File: config.mk
export PLATFORM = sky130hd
export DESIGN_NAME = pli_cell
export DESIGN_NICKNAME = d
export VERILOG_FILES = /design/src/rtl/core/pli_pkg.sv /design/src/rtl/core/pli_cell.sv
export SDC_FILE = /design/constraint.sdc
export NUM_CORES = 1
export LEC_CHECK = 0
export ABC_AREA = 1
export BUFFER_PORTS_ARGS = -buffer_cell sky130_fd_sc_hd__buf_2
export CAP_MARGIN = 20
export CELL_PAD_IN_SITES_DETAIL_PLACEMENT = 1
export CELL_PAD_IN_SITES_GLOBAL_PLACEMENT = 1
export CORE_MARGIN = 2
export CORE_UTILIZATION = 31
export DETAILED_ROUTE_END_ITERATION = 8
export PLACE_DENSITY_LB_ADDON = 0.15
export SLEW_MARGIN = 20
export SYNTH_ARGS = -nofsm -noshare
export SYNTH_HDL_FRONTEND = slang
export SYNTH_SLANG_ARGS = --single-unit
File: constraint.sdc
create_clock -name clk -period 3.2 [get_ports clk]
set_input_delay 0.32 -clock clk [delete_from_list [all_inputs] [get_ports clk]]
set_output_delay 0.32 -clock clk [all_outputs]
set_load 0.05 [all_outputs]
File: src/rtl/core/pli_pkg.sv
// Shared types and constants for the positional insert list.
`timescale 1ns / 1ps

package pli_pkg;

    // Fixed widths of the word fields.
    localparam int RANK_W  = 11;
    localparam int ELEM_FW = 16;

    // Item kinds.
    localparam logic KIND_INSERT = 1'b0;
    localparam logic KIND_LOOKUP = 1'b1;

    typedef struct packed {
        logic              kind;
        logic [RANK_W-1:0]  rank;
        logic [ELEM_FW-1:0] pair_first;
        logic [ELEM_FW-1:0] pair_second;
    } pli_req_t;

    typedef struct packed {
        logic [ELEM_FW-1:0] out_first;
        logic [ELEM_FW-1:0] out_second;
        logic               found;
        logic               full_drop;
        logic [RANK_W-1:0]  entry_count;
    } pli_rsp_t;

    // Broadcast controls from the sequencer to every cell.
    typedef struct packed {
        logic ins;       // insert at broadcast position this cycle
        logic rd_load;   // copy all entries into the read chain
        logic rd_shift;  // move the read chain one cell toward cell 0
    } pli_ctl_t;

    typedef enum logic {
        ST_IDLE,
        ST_SCAN
    } pli_state_t;

endpackage

File: src/rtl/core/pli_cell.sv
// One list cell: a stored pair plus one stage of the read chain.
`timescale 1ns / 1ps

module pli_cell
    import pli_pkg::*;
#(
    parameter int IDX = 0,
    parameter int PW  = 11,
    parameter int SW  = 16
) (
    input  logic            clk,
    input  pli_ctl_t        ctl,
    input  logic [PW-1:0]   pos,
    input  logic [2*SW-1:0] new_entry,
    input  logic [2*SW-1:0] prev_entry,
    input  logic [2*SW-1:0] rd_in,
    output logic [2*SW-1:0] entry,
    output logic [2*SW-1:0] rd
);

    localparam logic [PW-1:0] MY_IDX = PW'(IDX);

    logic [2*SW-1:0] entry_reg;
    logic [2*SW-1:0] entry_next;
    logic [2*SW-1:0] rd_reg;
    logic [2*SW-1:0] rd_next;

    always_comb
    begin
        entry_next = entry_reg;
        if (ctl.ins)
        begin
            if (MY_IDX == pos)
            begin
                entry_next = new_entry;
            end
            else if (MY_IDX > pos)
            begin
                entry_next = prev_entry;   // make room: take lower neighbor
            end
        end

        rd_next = rd_reg;
        if (ctl.rd_load)
        begin
            rd_next = entry_reg;
        end
        else if (ctl.rd_shift)
        begin
            rd_next = rd_in;
        end
    end

    always_ff @(posedge clk)
    begin
        entry_reg <= entry_next;
        rd_reg    <= rd_next;
    end

    assign entry = entry_reg;
    assign rd    = rd_reg;

endmodule

==> impl_metrics.py, run 1 <==
metrics = {
    "status": {
        "status": "finished, final reports clean",
    },
    "pwr": {
        "p_total_mw": 1.89,
        "pwr-share-comb_pct": 15.1,
        "power_frac_clock_pct": 33.7,
        "ir_drop_mv": 0.193,
        "swShare_pct": 26.1,
        "power_density_nw_per_um2": 475,
        "p_int_mw": 1.40,
        "seqPwrFrac_pct": 51.1,
        "leakage_nw": 2.01,
        "switchingPower_mw": 0.494,
    },
    "route": {
        "viasPerCell": 4.47,
        "vias": 2566,
        "post_drt_wl_per_cell_um": 14.3,
        "dr.pass1.iters": 4,
        "drtIter0Drc": 35,
        "drc_errors": 0,
        "ant_nets": 0,
        "totalWireLength_um": 8180,
    },
    "sta": {
        "whs_ps": 254,
        "rsz0062_at_grt": "no",
        "finalMaxSlewViolations": 0,
        "finalCritPeriodShare_pct": 57.5,
        "worstMarginPinSlew_ps": 917,
        "fmax_mhz": 543,
        "hold_violations": 0,
        "final-setup-viol-count": 0,
        "maxSlewHeadroom_pct": 38.7,
        "fin_crit_ps": 1840,
        "setup-tns-final_ps": 0,
        "clock_skew_ps": 5.17,
        "timing.final.ws_setup_ps": 1360,
    },
    "synth": {
        "syn-instance-count": 288,
        "yosys_warnings": 0,
        "ys_top_cells_by_count": "162 x nand2_1, 64 x edfxtp_1, 32 x nand3_1, 7 x buf_2, 6 x nor2_1",
        "synth.most_common_cell": "nand2_1",
        "syn_avg_cell_area_um2": 9.96,
        "ys.flop_type": "edfxtp_1",
        "synth_seq_area_share_pct": 67.0,
        "synth-async-reset-ratio_pct": 0,
        "yosysTopAreaCellShare_pct": 67.0,
        "synth.distinct_cells": 13,
        "syn-cell-area_um2": 2870,
        "synth_edf_count": 64,
        "ys_ff_latch": 64,
        "synth_area_leaders": "edfxtp_1 67%, nand2_1 21%, nand3_1 5.6%, buf_2 1.2%, buf_6 1.2%",
        "synth_nets": 399,
        "synth_top_cell_by_area": "edfxtp_1",
    },
    "cts": {
        "cts-resized-gates": 0,
        "clock-sinks": 64,
        "hold_buffers": 0,
        "cts_tree": "built",
        "clockRootBuffer": "clkbuf_8",
        "h-tree-depth": 3,
        "post_cts_buffers": 0,
        "clk_latency_ps": 330,
        "clock_path_buffers": 2,
        "cts_buffers": 9,
        "clk_pin_slew_worst_paths_ps": 60,
    },
    "finish": {
        "syn_to_final_growth_pct": 38.8,
        "n_antenna_cell": 0,
        "drive_above_1_share_pct": 41.5,
        "final_nets": 570,
        "multiInputGateArea_um2": 833,
        "final_area_um2": 3980,
        "fin_cells": 574,
        "regArea_um2": 1920,
        "nFillCells": 1122,
        "fin_util_pct": 43.7,
    },
    "worst_setup_path": {
        "worstSetupPathType": "input pin to register",
        "crit_top_cell": "nor2_4",
        "crit_path_max_incr_delay_ps": 780,
        "critPathTopFamily": "simple AND/OR/NAND/NOR gates",
        "arrival_ps": 1790,
        "crit_fanout": 33,
        "cp-end-kind": "register",
        "critical_path_buf_inv_count": 1,
        "crit_slowest_cell": "nor2_4",
        "cp_cell_sequence": "buf_2 -> nor2_1 -> nand2_1 -> nor2_4 -> nand2_4 -> nor2_4",
        "required_ps": 3150,
        "worst_setup_path_start_kind": "input pin",
    },
    "die": {
        "row_count": 35,
        "core_um2": 9110,
        "start_util_pct": 31.5,
        "dieHeight_um": 100,
        "die_w_um": 100,
        "io_pins": 175,
        "die_area_um2": 10000,
    },
    "global_route": {
        "grt_pass1_wl_um": 12400,
        "grt_usage_pct": 16.2,
        "grt_pass1_vias": 2529,
        "grt_overflow_total": 0,
        "antenna_found_initial": 0,
        "grt_max_degree": 35,
    },
    "place": {
        "numPortBuffers": 174,
        "placed_cell_area_um2": 3790,
        "hpwl_um": 5940,
        "place_inst": 558,
        "place_ws_ps": 971,
        "gp_congestion": 0.746,
    },
    "job": {
        "max-cap-violations": 0,
    },
    "worst_hold_path": {
        "hold_path_class": "input pin to register",
    },
}
[per-layer routing]
metal | vias up | GRT usage [%] | wire length (um)
met2 | 97 | 28.5 | 4090
met1 | 1168 | 18.3 | 3340
met5 | - | 0 | 0
met4 | 0 | 6.85 | 186
li1 | 1288 | - | -
met3 | 13 | 4.53 | 570
[power groups by stage]
stage	clock network [mW]	registers, mW	logic (mW)
finish	0.637	0.967	0.286
global route	0.690	0.969	0.310
CTS	0.659	0.967	0.289
detailed placement	0	0.985	0.288
global placement	0	0.983	0.284
floorplan	0	1.10	0.0591
[cells by family after synthesis]
logic type,after synthesis,share of synthesized area [%]
AND/OR/NAND/NOR,204,28.8
flip-flops,64,67.0
buffers and inverters,20,4.23
[area by class of cell]
type,count,area share [%]
sequential,64,48.3
timing repair buffer,177,22.6
multi-input combinational,204,20.9
tap,111,3.49
clock buffer,10,3.20
clock inverter,5,1.23
inverter,3,0.283
[worst reg2reg max path, cell delays in order, from the launching register on]
cell and delay, ps:
edfxtp_1 400, nand2_1 80, nand2_1 70
[worst paths after layout]
kind	from	endpoint	slack, ps	cells after the start
min reg2reg	entry[3]$_DFFE_PP_	rd[3]$_DFFE_PP_	550	2
max reg2reg	entry[26]$_DFFE_PP_	rd[26]$_DFFE_PP_	2400	2
max	pos[5]	entry[6]$_DFFE_PP_	1360	6
min	prev_entry[21]	entry[21]$_DFFE_PP_	250	3
[layout by cell type (no fill, tap or decap)]
cell,count
nor2_4,2
clkbuf_1,1
edfxtp_1,64
nand2_4,1
nand2_1,162
buf_8,1
inv_1,3
clkinvlp_4,1
buf_4,2
clkinv_1,3
or2_2,1
buf_2,174
nand3_1,32
clkbuf_8,9
bufinv_16,1
nor2_1,5
and2_1,1
No activity file was read; power rests on OpenSTA's default activity.
==> run 2, diff against run 1 <==
Settings changed: CORE_UTILIZATION 31 to 28.
Clock period 3.2 ns to 1.6 ns, I/O delays scaled along.
==> run 2 against run 1 <==
Compared with the run above: hold slack worse by 160 ps; first-iteration DRC count up 97%; clock power up 130%; sequential power up 100%; final cell count up 4.7%; via count up 1.2%; non-clock buffer count up 5; highest routed layer is now met5.
==> impl_metrics.py, run 2 (same netlist as run 1, synthesis figures left out) <==
metrics = {
    "status": {
        "status": "finished, final reports clean",
    },
    "cts": {
        "clock-sinks": 64,
        "hold_buffers": 0,
        "post_cts_buffers": 0,
        "clk_pin_slew_worst_paths_ps": 70,
        "cts-resized-gates": 0,
        "cts_buffers": 9,
        "clockRootBuffer": "clkbuf_8",
        "h-tree-depth": 3,
        "clock_path_buffers": 2,
        "clk_latency_ps": 330,
        "cts_tree": "built",
    },
    "finish": {
        "mostFrequentLayoutCell": "buf_2",
        "fin_cells": 601,
        "drive_above_1_share_pct": 42.9,
        "mostFrequentLayoutCells": "174 x buf_2, 161 x nand2_1, 64 x edfxtp_1, 32 x nand3_1, 9 x clkbuf_8",
        "n_antenna_cell": 0,
        "syn_to_final_growth_pct": 42.3,
        "final_area_um2": 4080,
        "nFillCells": 1228,
        "final_nets": 575,
    },
    "pwr": {
        "power_density_nw_per_um2": 969,
        "ir_drop_mv": 0.410,
        "leakage_nw": 2.05,
        "p_total_mw": 3.95,
    },
    "worst_setup_path": {
        "worstSetupPathType": "register to output pin",
        "required_ps": 1440,
        "critical_path_buf_inv_count": 1,
        "cp-end-kind": "output pin",
        "crit_path_max_incr_delay_ps": 410,
        "arrival_ps": 980,
        "worst_setup_path_start_kind": "register",
        "crit_fanout": 2,
        "crit_slowest_cell": "edfxtp_1",
        "cp_cell_sequence": "buf_2",
        "critPathTopFamily": "flip-flops",
    },
    "sta": {
        "hold_violations": 0,
        "finalMaxSlewViolations": 0,
        "fin_crit_ps": 1140,
        "maxSlewHeadroom_pct": 49.5,
        "clock_skew_ps": 8.68,
        "rsz0062_at_grt": "no",
        "worstMarginPinSlew_ps": 758,
        "fmax_mhz": 876,
        "whs_ps": 89.6,
        "final-setup-viol-count": 0,
        "finalCritPeriodShare_pct": 71.4,
    },
    "die": {
        "die_w_um": 105,
        "core_um2": 9860,
        "io_pins": 175,
        "die_area_um2": 11100,
        "dieHeight_um": 105,
        "row_count": 36,
        "start_util_pct": 29.1,
    },
    "global_route": {
        "grt_pass1_vias": 2747,
        "grt_max_degree": 34,
        "grt_usage_pct": 15.5,
        "grt_pass1_wl_um": 13200,
        "grt_overflow_total": 0,
        "antenna_found_initial": 1,
    },
    "route": {
        "totalWireLength_um": 8420,
        "vias": 2597,
        "post_drt_wl_per_cell_um": 14.0,
        "ant_nets": 0,
        "drtIter0Drc": 69,
        "viasPerCell": 4.32,
        "drc_errors": 0,
        "dr.pass1.iters": 4,
    },
    "place": {
        "hpwl_um": 6500,
        "numPortBuffers": 174,
        "placed_cell_area_um2": 3880,
        "gp_congestion": 0.717,
        "place_inst": 586,
    },
    "job": {
        "max-cap-violations": 0,
    },
    "worst_hold_path": {
        "hold_path_class": "input pin to register",
    },
}
-- run 2: final cells by class --
cell class | count | area [um2] | share of cell area, %
multi-input cells | 204 | 851 | 20.8
repair buffers | 182 | 931 | 22.8
well taps | 133 | 166 | 4.08
clock buffers | 10 | 128 | 3.13
flip-flops and latches | 64 | 1920 | 47.1
clock inverters | 5 | 72.6 | 1.78
inverters | 3 | 11.3 | 0.276
-- run 2: report_power, final --
part           leakage [nW]  switching (mW)  internal [mW]
Clock                 0.101           0.588          0.856
Combinational          1.33           0.393          0.182
Sequential            0.619          0.0166           1.92
-- run 2: worst paths after layout --
path	depth (start not counted)	end	slack, ps	from
worst max register to register	2	rd[27]$_DFFE_PP_	810	entry[27]$_DFFE_PP_
worst min register to register	2	rd[13]$_DFFE_PP_	540	entry[13]$_DFFE_PP_
worst max-delay path	1	entry[16]	460	entry[16]$_DFFE_PP_
worst min-delay path	3	entry[28]$_DFFE_PP_	90	prev_entry[28]
-- run 2: through the flow --
stage	worst slack (ps)	utilization (%)	setup TNS, ps
after floorplan	-9.94	-	-318
after global placement	162	39.3	0
after detailed placement	126	39.3	0
after CTS	421	41.4	0
after global routing	378	41.4	0
final	458	41.4	0
-- run 2: routing by layer --
metal	vias up	track usage, %	part of all wire, %
met4	2	6.38	1.6
met2	105	27.9	52
met5	-	0	0.24
li1	1294	-	-
met3	13	5.63	8.8
met1	1183	16.1	38
==> run 3, diff against run 2 <==
Settings changed: CORE_UTILIZATION 28 to 31.
Clock period 1.6 ns to 1.17 ns, I/O delays scaled along.
==> run 3 against run 2 <==
Compared with the run above: clock-buffer cell count shrank 1; first-iteration DRC count shrank 55%; combinational power grew 41%; sequential share of layout area shrank 1.0 points; core utilization grew 4.4 points; non-clock buffer count grew 3; register-to-register slack lost 430 ps; hold slack lost 45 ps.
==> impl_metrics.py, run 3 (same netlist as run 1, synthesis figures left out) <==
metrics = {
    "status": {
        "status": "finished, final reports clean",
    },
    "global_route": {
        "grt_overflow_total": 0,
        "antenna_found_initial": 0,
        "grt_usage_pct": 16.4,
        "grt_pass1_vias": 2657,
        "grt_pass1_wl_um": 12600,
        "grt_max_degree": 33,
    },
    "route": {
        "viasPerCell": 4.44,
        "totalWireLength_um": 8250,
        "dr.pass1.iters": 6,
        "drtIter0Drc": 31,
        "ant_nets": 0,
        "drc_errors": 0,
        "vias": 2588,
        "post_drt_wl_per_cell_um": 14.2,
    },
    "pwr": {
        "power_density_nw_per_um2": 1370,
        "power_frac_clock_pct": 39.5,
        "swShare_pct": 24.8,
        "seqPwrFrac_pct": 46.3,
        "pwr-share-comb_pct": 14.2,
        "ir_drop_mv": 0.470,
        "leakage_nw": 2.10,
        "switchingPower_mw": 1.41,
        "p_int_mw": 4.29,
    },
    "cts": {
        "post_cts_buffers": 0,
        "clock_path_buffers": 2,
        "hold_buffers": 0,
        "clk_latency_ps": 330,
        "clk_pin_slew_worst_paths_ps": 80,
        "clock-sinks": 64,
        "cts-resized-gates": 0,
        "cts_buffers": 9,
        "clockRootBuffer": "clkbuf_8",
        "h-tree-depth": 3,
        "cts_tree": "built",
    },
    "finish": {
        "drive_above_1_share_pct": 43.6,
        "mostFrequentLayoutCell": "buf_2",
        "syn_to_final_growth_pct": 45.4,
        "mostFrequentLayoutCells": "174 x buf_2, 161 x nand2_1, 64 x edfxtp_1, 32 x nand3_1, 9 x clkbuf_8",
        "final_nets": 578,
        "nFillCells": 1123,
        "n_antenna_cell": 0,
    },
    "place": {
        "numPortBuffers": 174,
        "hpwl_um": 6320,
        "gp_congestion": 0.753,
        "place_ws_ps": -104,
    },
    "worst_setup_path": {
        "critical_path_buf_inv_count": 1,
        "crit_fanout": 2,
        "required_ps": 1050,
        "cp-end-kind": "output pin",
        "critPathTopFamily": "flip-flops",
        "worst_setup_path_start_kind": "register",
        "crit_slowest_cell": "edfxtp_1",
        "arrival_ps": 980,
        "cp_cell_sequence": "buf_2",
        "crit_path_max_incr_delay_ps": 380,
        "worstSetupPathType": "register to output pin",
    },
    "sta": {
        "fmax_mhz": 911,
        "clock_skew_ps": 8.41,
        "rsz0062_at_grt": "no",
        "finalMaxSlewViolations": 0,
        "timing.final.ws_setup_ps": 71.8,
        "maxSlewHeadroom_pct": 76.7,
        "fin_crit_ps": 1100,
        "worstMarginPinSlew_ps": 350,
        "final-setup-viol-count": 0,
        "whs_ps": 44.5,
        "setup-tns-final_ps": 0,
        "finalCritPeriodShare_pct": 93.9,
        "hold_violations": 0,
    },
    "die": {
        "row_count": 35,
        "dieHeight_um": 100,
        "die_w_um": 100,
        "core_um2": 9110,
        "io_pins": 175,
        "start_util_pct": 31.5,
        "die_area_um2": 10000,
    },
    "job": {
        "max-cap-violations": 0,
    },
    "worst_hold_path": {
        "hold_path_class": "input pin to register",
    },
}
-- run 3: cell count changes in the layout (fill, tap and decap cells not counted), sizes merged --
cell      change
buf           +3
bufinv        +1
clkbuf        -1
clkinvlp      +1
-- run 3: stage by stage --
stage	total power, mW	util, %	instance area, um2	instances
global route	5.91	45.8	4170	583
finish	5.70	45.8	4170	583
global placement	3.50	43.2	3940	567
detailed placement	3.51	43.2	3940	567
CTS	5.75	45.8	4170	583
floorplan	3.18	-	2890	288
-- run 3: power by group through the flow --
stage               Combinational (mW)  Sequential (mW)  Clock (mW)
floorplan                        0.166             3.01           0
global placement                 0.806             2.69           0
detailed placement               0.819             2.69           0
CTS                              0.820             2.64        2.29
global route                     0.876             2.65        2.39
finish                           0.809             2.64        2.25
-- run 3: area by class of cell --
cell class / count / area (um2) / area share [%]
Sequential cell: 64 / 1920 / 46.1
Timing Repair Buffer: 185 / 1020 / 24.3
Multi-Input combinational cell: 204 / 851 / 20.4
Tap cell: 111 / 139 / 3.33
Clock buffer: 9 / 124 / 2.97
Clock inverter: 7 / 110 / 2.64
Inverter: 3 / 11.3 / 0.270
-- run 3: metal layers --
| layer | track usage (%) | wire length (um) | up-vias |
|---|---|---|---|
| met1 | 18.3 | 3270 | 1171 |
| met2 | 29.5 | 4220 | 99 |
| met4 | 6.85 | 170 | 0 |
| met5 | 0 | 0 | - |
| met3 | 4.11 | 588 | 13 |
| li1 | - | - | 1305 |
-- run 3: path summary, 6_finish.rpt --
kind | from | endpoint | slack [ps] | cells after the start
worst max-delay path | entry[2]$_DFFE_PP_ | entry[2] | 70 | 1
worst min register to register | entry[5]$_DFFE_PP_ | rd[5]$_DFFE_PP_ | 550 | 2
worst min-delay path | prev_entry[23] | entry[23]$_DFFE_PP_ | 40 | 3
worst max register to register | entry[2]$_DFFE_PP_ | rd[2]$_DFFE_PP_ | 380 | 2
